==> config.mk <==
export PLATFORM = sky130hd
export DESIGN_NAME = ntpm_ctrl
export DESIGN_NICKNAME = d
export VERILOG_FILES = /design/src/hw/rtl/ntpm_pkg.sv /design/src/hw/rtl/ntpm_ctrl.sv
export VERILOG_INCLUDE_DIRS = /design/src /design/src/hw/rtl
export SDC_FILE = /design/constraint.sdc
export NUM_CORES = 1
export LEC_CHECK = 0
export ABC_AREA = 1
export BUFFER_PORTS_ARGS = -buffer_cell sky130_fd_sc_hd__buf_2
export CAP_MARGIN = 10
export CORE_AREA = 4 4 41 43
export DETAILED_ROUTE_END_ITERATION = 16
export DIE_AREA = 0 0 45 47
export PLACE_DENSITY = 0.7
export SKIP_LAST_GASP = 1
export SLEW_MARGIN = 25
export SYNTH_ARGS = -nofsm -noshare
export SYNTH_HDL_FRONTEND = slang
export SYNTH_SLANG_ARGS = --single-unit
==> constraint.sdc <==
create_clock -name i_clk -period 1.45 [get_ports i_clk]
set_input_delay 0.2175 -clock i_clk [delete_from_list [all_inputs] [get_ports i_clk]]
set_output_delay 0.2175 -clock i_clk [all_outputs]
set_load 0.1 [all_outputs]
==> src/hw/rtl/nearest_timestamp_pair_matcher_assert.svh <==
// ----------------------------------------------------------------------------
// Assertion macros for the timestamp pair matcher
// Clocked, reset-qualified implication checks.
// ----------------------------------------------------------------------------
`ifndef NEAREST_TIMESTAMP_PAIR_MATCHER_ASSERT_SVH
`define NEAREST_TIMESTAMP_PAIR_MATCHER_ASSERT_SVH
// same-cycle implication
`define NTPM_ASSERT_NOW(lbl, clk, rst_n, a, c, msg) \
    lbl: assert property (@(posedge clk) disable iff (!rst_n) (a) |-> (c)) else $error(msg);
// next-cycle implication
`define NTPM_ASSERT_NEXT(lbl, clk, rst_n, a, c, msg) \
    lbl: assert property (@(posedge clk) disable iff (!rst_n) (a) |=> (c)) else $error(msg);
`endif

==> src/hw/rtl/ntpm_pkg.sv <==
// ----------------------------------------------------------------------------
// ntpm_pkg
// Types, codes and constants shared by the pair matcher modules.
// ----------------------------------------------------------------------------
package ntpm_pkg;
    localparam int TimeW = 48;
    localparam int TagW  = 16;
    localparam int DiffW = 24;
    localparam int DropW = 5;
    localparam int FrameW = 32;
    localparam int DefDepth = 16;
    localparam logic [DiffW-1:0] DiffReset = 24'd20000;

    localparam logic [1:0] OpPushP = 2'd0;
    localparam logic [1:0] OpPushS = 2'd1;
    localparam logic [1:0] OpMatch = 2'd2;
    localparam logic [1:0] OpClear = 2'd3;

    typedef struct packed {
        logic [1:0]       operation;
        logic [TimeW-1:0] timestamp;
        logic [TagW-1:0]  tag;
        logic             usable;
    } t_in;

    typedef struct packed {
        logic              matched;
        logic [FrameW-1:0] frame_number;
        logic [TimeW-1:0]  frame_time;
        logic [TagW-1:0]  primary_tag;
        logic [TagW-1:0]  secondary_tag;
        logic [DropW-1:0] primary_dropped;
        logic [DropW-1:0] secondary_dropped;
    } t_out;

    // controller -> datapath
    typedef struct packed {
        logic load;      // capture input beat
        logic clear;     // empty both buffers
        logic ins_step;  // one insertion-shift step
        logic ins_done;  // finish insertion
        logic scan_init; // start nearest search
        logic scan_step; // compare one secondary entry
        logic decide;    // evaluate gap and stale tests
        logic rm_step;   // one removal-shift step
        logic emit;      // drive result
    } t_cmd;

    // datapath -> controller
    typedef struct packed {
        logic is_push;
        logic is_match;
        logic is_clear;
        logic ins_last;
        logic scan_last;
        logic empty;
        logic hit;
        logic p_stale;
        logic s_stale;
        logic rm_last;
    } t_sts;
endpackage

==> src/hw/rtl/ntpm_ctrl.sv <==
// ----------------------------------------------------------------------------
// ntpm_ctrl
// Sequencer for push, match and clear operations.
// ----------------------------------------------------------------------------
module ntpm_ctrl import ntpm_pkg::*; (
    input  logic i_clk,
    input  logic i_rst_n,
    input  logic i_start,
    input  t_sts i_sts,
    output t_cmd o_cmd,
    output logic o_busy,
    output logic o_done
);
    localparam logic [2:0] S_IDLE = 3'd0;
    localparam logic [2:0] S_DISP = 3'd1;
    localparam logic [2:0] S_INS  = 3'd2;
    localparam logic [2:0] S_SCAN = 3'd3;
    localparam logic [2:0] S_DEC  = 3'd4;
    localparam logic [2:0] S_RM   = 3'd5;
    localparam logic [2:0] S_EMIT = 3'd6;
    localparam logic [2:0] S_LOOP = 3'd7;

    logic [2:0] r_state, n_state;
    logic       r_hit, n_hit;
    logic       r_second, n_second;
    logic       r_done;

    always_comb begin
        n_state  = r_state;
        n_hit    = r_hit;
        n_second = r_second;
        o_cmd    = '0;
        unique case (r_state)
            S_IDLE: begin
                if (i_start) begin
                    o_cmd.load = 1'b1;
                    n_state    = S_DISP;
                end
            end
            S_DISP: begin
                if (i_sts.is_clear) begin
                    o_cmd.clear = 1'b1;
                    n_state     = S_IDLE;
                end else if (i_sts.is_match) begin
                    n_state = S_LOOP;
                end else if (i_sts.is_push) begin
                    n_state = S_INS;
                end else begin
                    n_state = S_IDLE;
                end
            end
            S_INS: begin
                if (i_sts.ins_last) begin
                    o_cmd.ins_done = 1'b1;
                    n_state = S_RM;
                end else begin
                    o_cmd.ins_step = 1'b1;
                end
            end
            S_LOOP: begin
                if (i_sts.empty) begin
                    n_state = S_EMIT;
                end else begin
                    o_cmd.scan_init = 1'b1;
                    n_state = S_SCAN;
                end
            end
            S_SCAN: begin
                if (i_sts.scan_last) n_state = S_DEC;
                else o_cmd.scan_step = 1'b1;
            end
            S_DEC: begin
                if (i_sts.hit || i_sts.p_stale || i_sts.s_stale) begin
                    o_cmd.decide = 1'b1;
                    n_hit   = i_sts.hit;
                    n_state = S_RM;
                end else begin
                    n_state = S_EMIT;
                end
            end
            S_RM: begin
                if (i_sts.is_push) begin
                    // full-buffer sweep or nothing
                    o_cmd.rm_step = 1'b1;
                    if (i_sts.rm_last) n_state = S_IDLE;
                end else begin
                    o_cmd.rm_step = 1'b1;
                    if (i_sts.rm_last) begin
                        if (r_hit) begin
                            n_hit    = 1'b0;
                            n_second = 1'b1;
                            n_state  = S_RM;
                        end else if (r_second) begin
                            n_second = 1'b0;
                            n_state  = S_EMIT;
                        end else begin
                            n_state = S_LOOP;
                        end
                    end
                end
            end
            S_EMIT: begin
                o_cmd.emit = 1'b1;
                n_state    = S_IDLE;
            end
            default: n_state = S_IDLE;
        endcase
    end

    always_ff @(posedge i_clk) begin
        if (!i_rst_n) begin
            r_state  <= S_IDLE;
            r_hit    <= 1'b0;
            r_second <= 1'b0;
            r_done   <= 1'b0;
        end else begin
            r_state  <= n_state;
            r_hit    <= n_hit;
            r_second <= n_second;
            r_done   <= o_cmd.emit;
        end
    end

    assign o_busy = (r_state != S_IDLE);
    assign o_done = r_done;

    `include "nearest_timestamp_pair_matcher_assert.svh"
    `NTPM_ASSERT_NEXT(a_done, i_clk, i_rst_n, o_cmd.emit, o_done && !o_busy, "done not after emit")
    `NTPM_ASSERT_NOW(a_load, i_clk, i_rst_n, o_cmd.load, r_state == S_IDLE, "load outside idle")
    `NTPM_ASSERT_NOW(a_dec, i_clk, i_rst_n, o_cmd.decide, i_sts.is_match, "decide outside match")
endmodule

# [Word-level counts from Yosys, hierarchy flattened]
# Cells that the tools add are included.
[word_totals] inputBits=13 regBits=6 word_cells=60 output_inout_bits=11
[classes] muxes=34 bitwise=1 n_reduce_logical=8 n_eq_ne=13
[ops] cell="$mux W3" count=10
[ops] cell="$pmux W3 S8" count=1
[ops] cell="$mux W1" count=19
[ops] cell="$eq A3 B3 Y1 const B" count=4
[ops] cell="$ne A2 B2 Y1 const B" count=6
[ops] cell="$reduce_and A4 Y1" count=2
[ops] cell="$eq A3 B2 Y1 const B" count=2
[ops] cell="$mux W2" count=3
[ops] cell="$eq A3 B1 Y1 const B" count=1
[ops] cell="$logic_not A3 Y1" count=1
[ops] cell="$reduce_and A3 Y1" count=1
[ops] cell="$reduce_bool A3 Y1" count=1
[ops] cell="$logic_or A1 B1 Y1" count=2
[ops] cell="$pmux W1 S2" count=1
[ops] cell="$reduce_bool A2 Y1" count=1
[ops] cell="$not A1 Y1" count=1

# [Depth between registers and ports, before layout]
[logic_depth] ltp_word=5 mapped_depth=10

# [Worst setup path after synthesis]
# No wires, ideal clock.
[synth_timing] kind="reg-to-output" from="reg r_state[2]" to="out o_cmd[0] (netlist bit)" required_time_ps=1233 n_path_buf=1 path_stages_with_launch=4 path_slack_ps=-1467 t_arrival_ps=2699 path_cell_list="dfxtp_1 > buf_4 > clkinv_1 > nor3_1"
[synth_lines] element="start, declared" line="ntpm_ctrl.sv:23" text="logic [2:0] r_state, n_state;"
[synth_lines] element="start signal, assigned" line="ntpm_ctrl.sv:117" text="r_state <= n_state;"
[synth_lines] element="end, declared" line="ntpm_ctrl.sv:10" text="output t_cmd o_cmd,"

==> impl_metrics.yaml <==
synthesis:
  avgSynthCellArea_sq_um: 5.885
  synth_flop_cell: "dfxtp_1"
  synth_seq_cells: 6
  seq_area_frac_synth_pct: 22.43
  synth_warnings: 0
  synth.most_common_cell: "nor2_1"
  netlist_top_cells_count: "nor2_1 (19), nand2_1 (17), inv_1 (16)"
  synth_nets: 104
  synth_area_sq_um: 535.5
  synthCells: 91
  yosys.area.top_type_share_pct: 22.43
  synth_edf_count: 0
  yosys.area.top_type: "dfxtp_1"
  synth_area_leaders: "dfxtp_1 (22%), nor2_1 (13%), nand2_1 (12%)"
  yosysUniqueCellTypes: 22
  async_flop_share_pct: 0
clock_network:
  clk_path_buf_depth: 2
  clock_latency_ns: 0.24
  cts.sinks: 6
  htree_levels: 1
  cts_buffers: 3
  cts_tree: "built"
  root_buffer: "clkbuf_4"
  clk_pin_slew_ns: 0.04
final_layout:
  area_delta_synth_final_pct: 94.16
  antenna-diode-count: 0
  final_core_util_pct: 79.90
  drive_above_1_share_pct: 53.17
  layout.nets: 141
  finalNonFillerCells: 141
global_routing:
  grt_max_degree: 9
  antenna_found_initial: 0
  gr-total-overflow: 0
  grt_pass1_vias: 648
  track_usage_pct: 17.19
  grt_pass1_wl_microns: 2642
power_and_ir_drop:
  p_leak_nw: 0.5082
  finalPower_mw: 1.054
  irDropWorstVdd_uv: 875.1
  power.density_nw_per_um2: 1013
setup_path:
  cp.required_ns: 1.23
  crit_fanout: 7
  crit_arrival_ns: 1.26
  endpoint_kind: "primary output"
  worst_setup_path_start_kind: "register"
  critPathKind: "register to primary output"
sta:
  finalHoldViolCount: 0
  slew_headroom_pct: 67.82
  fmax_mhz: 678.0
  worst_pin_slew_ns: 0.4861
  fin_crit_sh_pct: 101.7
  finalSetupViolations: 3
  fin_crit_ns: 1.475
  fin_skew_ns: 0.004069
  rsz0062_at_grt: "yes"
  setup_ws_ns: -0.02500
  slew_viol_final: 0
placed_design:
  numPlacedInstances: 130
  dpl.hpwl_microns: 1258
  io_buffers: 23
  gp_congestion: 0.8016
outcome:
  status: "complete, but fails checks"
  violations: "negative setup slack"
job:
  drv_cap: 0
min_path:
  hold_class: "input port to register"
die:
  coreArea_sq_um: 1301
  dieArea_sq_um: 2115
  ios: 24
  die_width_microns: 45
  core.rowCount: 13
  initial_core_util_pct: 41.15
  die_h_microns: 47
routing:
  drt_iter0_drc: 19
  dr.pass1.iters: 5
  wl_per_cell_microns: 12.64
  remaining_drc_errors: 0
  finalWirelength_microns: 1782
  drtAntennaViolNets: 0
  via_count: 695
  vias_per_cell: 4.929
## stage by stage
stage                     area [sq um]  setup slack (ns)  hold WS (ns)  setup TNS [ns]
after floorplan                  620.6           -0.1845        0.3559         -0.5381
after global placement           900.9            0.1104        0.4435               0
after detailed placement         900.9           0.09526        0.4529               0
after CTS                        963.4          -0.01572        0.2268        -0.02104
after global routing              1040          -0.08902        0.2546         -0.3588
final                             1040          -0.02500        0.2352        -0.06068
## power by group
part           internal [mW]  switching [mW]
registers              0.185          0.0430
clock network         0.0934          0.0570
logic                  0.264           0.412
## cell families after synthesis
logic type | share of synthesized area (%)
flip-flops | 22.43
AND/OR/NAND/NOR | 52.34
buffers and inverters | 17.29
AO/OA/AOI/OAI | 7.944
## path summary, 6_finish.rpt
path                                         startpoint                       to  slack [ns]  cells past startpoint
worst max-delay path            r_state[2]$_SDFFE_PN0P_                 o_cmd[5]       -0.02                      4
worst min-delay path                            i_rst_n    r_second$_SDFFE_PN0P_        0.24                      3
worst max register to register  r_state[2]$_SDFFE_PN0P_  r_state[0]$_SDFFE_PN0P_        0.12                      9
worst min register to register    r_second$_SDFFE_PN0P_    r_second$_SDFFE_PN0P_        0.46                      2
## metal layers
| layer | track usage (%) | part of all wire (%) | routed length (microns) | up-vias |
|---|---|---|---|---|
| li1 | - | - | - | 354 |
| met1 | 19.72 | 37 | 658 | 305 |
| met2 | 29.94 | 54 | 960 | 32 |
| met3 | 6.130 | 7.8 | 139 | 4 |
| met4 | 5.263 | 1.3 | 23 | 0 |
| met5 | 0 | 0 | 0 | - |
## registers in the layout, summed over array words and instances, names as in the netlist
name	count
r_hit	1
r_state	3
r_second	1
o_done	1
## critical path, stage by stage (launching register included)
cell     delay [ns]
dfxtp_4        0.39
nor2_4         0.22
nand2_2        0.11
nor2_4         0.11
buf_12         0.18
## layout make-up
class	instances	area (sq um)
multi-input combinational	64	415.4
clock buffer	3	22.52
inverter	19	100.1
tap	15	18.77
sequential	6	131.4
fill	87	261.5
timing repair buffer	34	351.6
## repair_timing
action,4_1_cts,5_1_grt
buffers inserted,2,6
pin swaps,2,5
endpoints found under the setup margin,9,7
resized for setup,9,7
cloned,0,0
hold buffers,0,0
## layout by cell type (no fill, tap or decap)
cell	n
o21bai_1	1
buf_2	13
nand2_2	5
or2_2	1
o21ai_0	3
inv_4	2
nor2_1	15
buf_6	1
inv_1	13
buf_4	10
nand2_1	13
dfxtp_1	3
nor3_4	2
buf_12	10
clkbuf_4	3
nand3_4	3
nor2_4	5
nand3_2	1
nand2_4	3
dfxtp_4	3
nor2_2	1
nor4_1	1
clkinv_8	1
clkinvlp_4	3
a21oi_1	4
nand4_1	2
nand3_1	4
(Power assumes the default switching activity.)
